$ cat src/rtl/core/sbps_pkg.sv
// shared types, constants and saturation helpers for the swept box physics step
`default_nettype none

package sbps_pkg;

    // body table size and derived widths
    localparam int C_MAX_BODIES = 16;
    localparam int C_IDX_W      = $clog2(C_MAX_BODIES);
    localparam int C_CNT_W      = $clog2(C_MAX_BODIES + 1);

    // field widths
    localparam int C_POS_W  = 16;
    localparam int C_SIZE_W = 12;
    // working width for sums of positions, sizes and velocity magnitudes
    localparam int C_EW     = C_POS_W + 3;

    // operation codes of an input beat
    localparam logic C_OP_LOAD = 1'b0;
    localparam logic C_OP_TICK = 1'b1;

    // configuration register indexes
    localparam logic C_REG_BODY_COUNT = 1'b0;

    typedef logic signed [C_POS_W-1:0] t_coord;
    typedef logic signed [C_EW-1:0]    t_wide;

    // one stored body
    typedef struct packed {
        logic signed [C_POS_W-1:0] pos_x;
        logic signed [C_POS_W-1:0] pos_y;
        logic [C_SIZE_W-1:0]       size_w;
        logic [C_SIZE_W-1:0]       size_h;
        logic signed [C_POS_W-1:0] vel_x;
        logic signed [C_POS_W-1:0] vel_y;
        logic signed [C_POS_W-1:0] acc_x;
        logic signed [C_POS_W-1:0] acc_y;
        logic                      gravity;
    } t_body;

    // sign extend a coordinate to working width
    function automatic t_wide sx(input t_coord v);
        return t_wide'(v);
    endfunction

    // zero extend a size to working width
    function automatic t_wide zx(input logic [C_SIZE_W-1:0] v);
        return t_wide'(v);
    endfunction

    // saturate a working value to the coordinate range
    function automatic t_coord sat16(input t_wide v);
        t_coord r;
        if (v > t_wide'(32767)) begin
            r = 16'sh7fff;
        end else if (v < -t_wide'(32768)) begin
            r = 16'sh8000;
        end else begin
            r = v[C_POS_W-1:0];
        end
        return r;
    endfunction

endpackage

`default_nettype wire

$ cat src/rtl/core/sbps_pair.sv
// swept overlap test of the current body against one later body, with velocity clamp
`default_nettype none

module sbps_pair
    import sbps_pkg::*;
(
    input  wire t_body  i_cur,
    input  wire t_coord i_vx,
    input  wire t_coord i_vy,
    input  wire t_body  i_other,
    output t_coord      o_vx,
    output t_coord      o_vy
);

    t_wide w_px, w_py, w_pw, w_ph;
    t_wide w_qx, w_qy, w_qw, w_qh;
    t_wide w_vx, w_vy, w_ax, w_ay;
    t_wide w_lo_x, w_hi_x, w_lo_y, w_hi_y;
    t_wide w_ps_x, w_ps_y, w_qt_x, w_qt_y;
    logic  w_filled;
    logic  w_hit;
    t_coord w_cx, w_cy;

    // operands at working width
    assign w_px = sx(i_cur.pos_x);
    assign w_py = sx(i_cur.pos_y);
    assign w_pw = zx(i_cur.size_w);
    assign w_ph = zx(i_cur.size_h);
    assign w_qx = sx(i_other.pos_x);
    assign w_qy = sx(i_other.pos_y);
    assign w_qw = zx(i_other.size_w);
    assign w_qh = zx(i_other.size_h);
    assign w_vx = sx(i_vx);
    assign w_vy = sx(i_vy);

    // velocity magnitudes
    assign w_ax = w_vx[C_EW-1] ? -w_vx : w_vx;
    assign w_ay = w_vy[C_EW-1] ? -w_vy : w_vy;

    // swept box edges
    assign w_lo_x = w_px - w_ax;
    assign w_hi_x = w_px + w_pw + w_ax;
    assign w_lo_y = w_py - w_ay;
    assign w_hi_y = w_py + w_ph + w_ay;

    // far edges of both unswept boxes
    assign w_ps_x = w_px + w_pw;
    assign w_ps_y = w_py + w_ph;
    assign w_qt_x = w_qx + w_qw;
    assign w_qt_y = w_qy + w_qh;

    // empty boxes never overlap; the current box counts as filled on an axis where it moves
    assign w_filled = ((i_cur.size_w != '0) || (i_vx != '0))
                   && ((i_cur.size_h != '0) || (i_vy != '0))
                   && (i_other.size_w != '0) && (i_other.size_h != '0);

    // strict overlap
    assign w_hit = w_filled && (w_lo_x < w_qt_x) && (w_qx < w_hi_x)
                && (w_lo_y < w_qt_y) && (w_qy < w_hi_y);

    // clamp each axis to the gap toward a separated neighbour
    always_comb begin
        w_cx = i_vx;
        if (!i_vx[C_POS_W-1] && (i_vx != '0) && (w_ps_x <= w_qx)) begin
            w_cx = sat16(w_qx - w_ps_x);
        end else if (i_vx[C_POS_W-1] && (w_qt_x <= w_px)) begin
            w_cx = sat16(w_qt_x - w_px);
        end
        w_cy = i_vy;
        if (!i_vy[C_POS_W-1] && (i_vy != '0) && (w_ps_y <= w_qy)) begin
            w_cy = sat16(w_qy - w_ps_y);
        end else if (i_vy[C_POS_W-1] && (w_qt_y <= w_py)) begin
            w_cy = sat16(w_qt_y - w_py);
        end
    end

    assign o_vx = w_hit ? w_cx : i_vx;
    assign o_vy = w_hit ? w_cy : i_vy;

endmodule

`default_nettype wire

$ cat src/rtl/core/swept_box_physics_step.sv
// top level: body table, tick sequencer, config register and result register
//
// Input channel (i_in_valid / o_in_ready) takes one beat per item. A load beat
// (operation 0) writes one body into the table in the cycle it is accepted and
// gives no result. A tick beat (operation 1) visits bodies 0 .. n-1, where n is
// body_count capped at 16, and gives one result beat per body on the output
// channel (o_out_valid / i_out_ready), last_body marking the final one.
// A tick with n of zero gives no result and finishes at once.
// Per body the sequencer goes through the table read, the velocity update,
// one step per later body in the pair checker, the move and write back, and
// a state that holds the result until it is taken. The pair loop runs on the
// single shared checker.
// The block takes a new input beat only when idle. A stalled receiver holds
// the result register and the sequencer waits on it.
// Reset clears the sequencer and body_count; the table holds whatever was last
// loaded and must be loaded before a tick uses it.
// body_count is written over the APB-style port at byte address 0.
`default_nettype none

module swept_box_physics_step
    import sbps_pkg::*;
(
    input  wire                      i_clk,
    input  wire                      i_rst_n,
    // configuration port
    input  wire                      psel,
    input  wire                      penable,
    input  wire                      pwrite,
    input  wire [2:0]                paddr,
    input  wire [31:0]               pwdata,
    output logic [31:0]              prdata,
    output logic                     pready,
    // input channel
    input  wire                      i_in_valid,
    output logic                     o_in_ready,
    input  wire                      i_operation,
    input  wire [3:0]                i_body_index,
    input  wire signed [15:0]        i_pos_x,
    input  wire signed [15:0]        i_pos_y,
    input  wire [11:0]               i_box_w,
    input  wire [11:0]               i_box_h,
    input  wire signed [15:0]        i_vel_x,
    input  wire signed [15:0]        i_vel_y,
    input  wire signed [15:0]        i_acc_x,
    input  wire signed [15:0]        i_acc_y,
    input  wire                      i_has_gravity,
    // output channel
    output logic                     o_out_valid,
    input  wire                      i_out_ready,
    output logic [3:0]               o_out_index,
    output logic signed [15:0]       o_new_x,
    output logic signed [15:0]       o_new_y,
    output logic signed [15:0]       o_new_vel_x,
    output logic signed [15:0]       o_new_vel_y,
    output logic                     o_last_body
);

    typedef enum logic [2:0] {
        S_IDLE,
        S_FETCH,
        S_INIT,
        S_PAIR,
        S_MOVE,
        S_OUT
    } t_state;

    t_state               r_state;
    logic [C_CNT_W-1:0]   r_body_count;
    logic [C_CNT_W-1:0]   r_n;
    logic [C_CNT_W-1:0]   r_i;
    logic [C_CNT_W-1:0]   r_j;
    t_body                r_cur;
    t_coord               r_vx;
    t_coord               r_vy;
    t_body                r_rd_a;
    t_body                r_rd_b;
    t_body                r_mem [C_MAX_BODIES];

    logic                 w_cfg_wr;
    logic                 w_in_fire;
    logic [C_CNT_W-1:0]   w_n;
    logic [C_CNT_W-1:0]   w_addr_b;
    logic [C_CNT_W-1:0]   w_i_inc;
    logic [C_CNT_W-1:0]   w_j_inc;
    t_coord               w_sum_vx;
    t_coord               w_sum_vy;
    t_coord               w_pair_vx;
    t_coord               w_pair_vy;
    t_coord               w_new_x;
    t_coord               w_new_y;
    logic                 w_we;
    logic [C_IDX_W-1:0]   w_waddr;
    t_body                w_wdata;

    // configuration register
    assign pready   = 1'b1;
    assign w_cfg_wr = psel && penable && pwrite && (paddr[2] == C_REG_BODY_COUNT);

    always_ff @(posedge i_clk) begin
        if (!i_rst_n) begin
            r_body_count <= '0;
        end else if (w_cfg_wr) begin
            r_body_count <= pwdata[C_CNT_W-1:0];
        end
    end

    always_comb begin
        prdata = '0;
        if (paddr[2] == C_REG_BODY_COUNT) begin
            prdata = 32'(r_body_count);
        end
    end

    // handshake and small counters
    assign o_in_ready = (r_state == S_IDLE);
    assign w_in_fire  = i_in_valid && o_in_ready;
    assign w_n        = (r_body_count > C_CNT_W'(C_MAX_BODIES))
                      ? C_CNT_W'(C_MAX_BODIES) : r_body_count;
    assign w_i_inc    = r_i + C_CNT_W'(1);
    assign w_j_inc    = r_j + C_CNT_W'(1);
    assign w_addr_b   = (r_state == S_PAIR) ? w_j_inc : r_j;

    // velocity update from the fetched body
    assign w_sum_vx = sat16(sx(r_rd_a.vel_x) + sx(r_rd_a.acc_x));
    assign w_sum_vy = sat16(sx(r_rd_a.vel_y) + sx(r_rd_a.acc_y) + t_wide'(r_rd_a.gravity));

    // move by the clamped velocity
    assign w_new_x = sat16(sx(r_cur.pos_x) + sx(r_vx));
    assign w_new_y = sat16(sx(r_cur.pos_y) + sx(r_vy));

    // shared pair checker
    sbps_pair u_pair (
        .i_cur   (r_cur),
        .i_vx    (r_vx),
        .i_vy    (r_vy),
        .i_other (r_rd_b),
        .o_vx    (w_pair_vx),
        .o_vy    (w_pair_vy)
    );

    // table write port: loads when idle, write back after the move
    always_comb begin
        w_we    = 1'b0;
        w_waddr = r_i[C_IDX_W-1:0];
        w_wdata = r_cur;
        if (r_state == S_MOVE) begin
            w_we          = 1'b1;
            w_wdata.pos_x = w_new_x;
            w_wdata.pos_y = w_new_y;
            w_wdata.vel_x = r_vx;
            w_wdata.vel_y = r_vy;
        end else if (w_in_fire && (i_operation == C_OP_LOAD)
                     && ({1'b0, i_body_index} < C_CNT_W'(C_MAX_BODIES))) begin
            w_we            = 1'b1;
            w_waddr         = i_body_index[C_IDX_W-1:0];
            w_wdata.pos_x   = i_pos_x;
            w_wdata.pos_y   = i_pos_y;
            w_wdata.size_w  = i_box_w;
            w_wdata.size_h  = i_box_h;
            w_wdata.vel_x   = i_vel_x;
            w_wdata.vel_y   = i_vel_y;
            w_wdata.acc_x   = i_acc_x;
            w_wdata.acc_y   = i_acc_y;
            w_wdata.gravity = i_has_gravity;
        end
    end

    // body table: one write, two registered reads
    always_ff @(posedge i_clk) begin
        if (w_we) begin
            r_mem[w_waddr] <= w_wdata;
        end
        r_rd_a <= r_mem[r_i[C_IDX_W-1:0]];
        r_rd_b <= r_mem[w_addr_b[C_IDX_W-1:0]];
    end

    // tick sequencer and result register
    always_ff @(posedge i_clk) begin
        if (!i_rst_n) begin
            r_state     <= S_IDLE;
            o_out_valid <= 1'b0;
        end else begin
            unique case (r_state)
                S_IDLE: begin
                    if (w_in_fire && (i_operation == C_OP_TICK) && (w_n != '0)) begin
                        r_n     <= w_n;
                        r_i     <= '0;
                        r_j     <= C_CNT_W'(1);
                        r_state <= S_FETCH;
                    end
                end
                S_FETCH: begin
                    r_state <= S_INIT;
                end
                S_INIT: begin
                    r_cur <= r_rd_a;
                    r_vx  <= w_sum_vx;
                    r_vy  <= w_sum_vy;
                    if (r_j == r_n) begin
                        r_state <= S_MOVE;
                    end else begin
                        r_state <= S_PAIR;
                    end
                end
                S_PAIR: begin
                    r_vx <= w_pair_vx;
                    r_vy <= w_pair_vy;
                    r_j  <= w_j_inc;
                    if (w_j_inc == r_n) begin
                        r_state <= S_MOVE;
                    end
                end
                S_MOVE: begin
                    o_out_valid <= 1'b1;
                    o_out_index <= r_i[3:0];
                    o_new_x     <= w_new_x;
                    o_new_y     <= w_new_y;
                    o_new_vel_x <= r_vx;
                    o_new_vel_y <= r_vy;
                    o_last_body <= (w_i_inc == r_n);
                    r_state     <= S_OUT;
                end
                S_OUT: begin
                    if (i_out_ready) begin
                        o_out_valid <= 1'b0;
                        if (w_i_inc == r_n) begin
                            r_state <= S_IDLE;
                        end else begin
                            r_i     <= w_i_inc;
                            r_j     <= w_i_inc + C_CNT_W'(1);
                            r_state <= S_FETCH;
                        end
                    end
                end
                default: begin
                    r_state <= S_IDLE;
                end
            endcase
        end
    end

endmodule

`default_nettype wire

$ cat config.mk
export PLATFORM = sky130hd
export DESIGN_NAME = swept_box_physics_step
export DESIGN_NICKNAME = d
export VERILOG_FILES = /design/src/rtl/core/sbps_pkg.sv /design/src/rtl/core/sbps_pair.sv /design/src/rtl/core/swept_box_physics_step.sv
export SDC_FILE = /design/constraint.sdc
export NUM_CORES = 2
export LEC_CHECK = 0
export BUFFER_PORTS_ARGS = -buffer_cell sky130_fd_sc_hd__clkbuf_2
export CORE_MARGIN = 3
export CORE_UTILIZATION = 53
export CTS_CLUSTER_DIAMETER = 30
export CTS_CLUSTER_SIZE = 40
export DETAILED_ROUTE_END_ITERATION = 8
export HOLD_SLACK_MARGIN = 0.12
export PLACE_DENSITY = 0.72
export SETUP_SLACK_MARGIN = 0.15
export SLEW_MARGIN = 20
export SYNTH_ARGS = -nofsm -noshare
export SYNTH_HDL_FRONTEND = slang
export SYNTH_HIERARCHICAL = 1
export SYNTH_SLANG_ARGS = --single-unit
$ cat constraint.sdc
create_clock -name i_clk -period 10.3 [get_ports i_clk]
set_input_delay 1.03 -clock i_clk [delete_from_list [all_inputs] [get_ports i_clk]]
set_output_delay 1.03 -clock i_clk [all_outputs]
set_load 0.1 [all_outputs]
==> impl_metrics.ini <==
[status]
status = completed

[timing]
finalSetupViolCount = 0
rsz0062_at_grt = false
hold_violations = 0
post-route-min-period_ps = 8280
fin_skew_ps = 64.5
postLayoutSetupSlackWorst_ps = 2020
maxSlewViolCount = 0
fmax_mhz = 121
fin_setup_tns_ps = 0
worst_pin_slew_ps = 1270
slew_headroom = 0.144
post-route-period-util = 0.804

[floorplanning]
core_um2 = 205000
row_count = 166
dieArea_um2 = 212000
ioPinCount = 272
die_w_um = 460
initial_core_util = 0.534
fp.dieH_um = 460

[power]
power.leakage_nw = 44.3
finalPower_mw = 41.9
ir_drop_uv = 211
comb_power_share = 0.366
pwr-share-seq = 0.303
power.internal_mw = 27.0
swShare = 0.354
p_per_area_nw_per_um2 = 327
pwr-share-clk = 0.332
p_sw_mw = 14.8

[routing]
vias = 65547
vias_per_cell = 6.68
route.detailed.drc = 0
routed_wirelength_mm = 315
dr.pass1.iters = 6
dr_wl_met3_mm = 30.8
drtAntennaViolNets = 0
routed.top_layer = met5
wl_met2_mm = 151
drt_iter0_drc = 8206
wl_met1_mm = 119
wl_per_cell_um = 32.1

[clock_tree]
clk_path_buf_depth = 4
cts-root-buf = clkbuf_16
clk_latency_ps = 980
numCtsBuffers = 416
cts_resized = 0
hold_buffers = 0
cts_tree = done
clock_sinks = 2359
cts.clk_slew.worst_paths_ps = 50
h-tree-depth = 5
cts_setup_buffers = 0

[yosys]
synth_area_per_cell_um2 = 17.3
netlist_instances = 6336
yosysWarnings = 6
syn-cell-area_um2 = 109000

[hold_path]
hp-class = input port to register
whs_path_depth = 3
worstHoldStart = pwdata[3]

[cells_and_area]
fin_nets = 7297
final_common_cell = edfxtp_1
synthToLayoutAreaGrowth_pct = 16.9
drive_above_1_share = 0.279
n_fill_cell = 13927
final_cell_mix = edfxtp_1, mux4_2, nand2_1

[critical_path]
start_kind = register
r2r_start = r_vy[1]$_DFFE_PP_
endpoint_kind = register
critPathKind = register to register
critical_path_required_ps = 10910
cp.arrival_ps = 8890
cp-startpoint = r_vy[1]$_DFFE_PP_
critPathMaxFanout = 13
r2r_cells = 25

[grt]
grt_usage = 0.298
antenna_found_initial = 11
grt_pass1_vias = 66288
grt_first_pass_wirelength_mm = 458
grt_max_degree = 121
grt_overflow_total = 0

[placed_design]
place_hpwl_mm = 180
place_ws_ps = 2220
numPortBuffers = 214
place_congestion = 0.980

[run]
maxCapViolations = 0
-- area by class of cell --
class | instances | area (µm²) | share of cell area
Tap cell | 2688 | 3360 | 0.0263
Clock inverter | 258 | 3230 | 0.0252
Antenna cell | 1 | 2.50 | 0.0000196
Clock buffer | 501 | 11100 | 0.0865
Timing Repair Buffer | 314 | 2100 | 0.0164
Sequential cell | 2359 | 69000 | 0.539
Inverter | 201 | 757 | 0.00592
Multi-Input combinational cell | 3491 | 38400 | 0.300
-- worst paths after layout --
kind | endpoint | slack (ps)
worst max-delay path | r_vy[14]$_DFFE_PP_ | 2020
worst min-delay path | r_body_count[3]$_SDFFE_PN0P_ | 320
worst max register to register | r_vy[14]$_DFFE_PP_ | 2020
worst min register to register | r_cur[96]$_DFFE_PP_ | 400
-- registers in the layout, summed over array words and instances, names as in the netlist --
signal / cells
r_vy: 16
o_new_x: 16
o_new_vel_y: 16
r_mem: 1936
o_new_y: 16
r_j: 5
r_i: 5
r_body_count: 5
o_out_index: 4
r_state: 3
o_new_vel_x: 16
r_n: 5
o_out_valid: 1
r_cur: 121
r_rd_b: 56
r_rd_a: 121
r_vx: 16
o_last_body: 1
-- power groups by stage --
stage	sequential [mW]	combinational [mW]	clock, mW
floorplan	12.4	11.0	0
global placement	12.8	14.6	0
detailed placement	12.8	14.8	0
CTS	12.6	15.0	14.0
global route	12.7	16.6	14.5
finish	12.7	15.3	13.9
-- worst max-delay path, stage by stage, from the launching register on --
cell	delay (ps)
edfxtp_1	660
inv_1	150
ha_1	270
inv_1	190
nand2_1	110
xnor2_1	380
inv_1	100
ha_1	330
nor2b_1	150
o21a_1	190
o31ai_1	470
a211o_1	260
nand3_1	120
and3_1	170
a2111oi_0	670
a21oi_1	180
xnor2_1	170
ha_1	260
o41ai_1	720
mux2i_1	480
nand4_2	440
nand4bb_1	750
a21oi_1	390
a211oi_2	80
mux2i_1	150
a31oi_1	80
-- routing by layer --
metal	up-vias	GRT usage
li1	26710	-
met1	33761	0.402
met2	4310	0.472
met3	762	0.0604
met4	4	0.133
met5	-	0
-- per-stage QoR --
stage | util | hold WS [ps] | instance area (µm²) | std cells
floorplan | - | 386 | 110000 | 6368
global placement | 0.554 | 386 | 114000 | 9052
detailed placement | 0.554 | 389 | 114000 | 9052
CTS | 0.624 | 260 | 128000 | 9811
global route | 0.624 | 321 | 128000 | 9813
finish | 0.624 | 317 | 128000 | 9813
(Power assumes the default switching activity.)
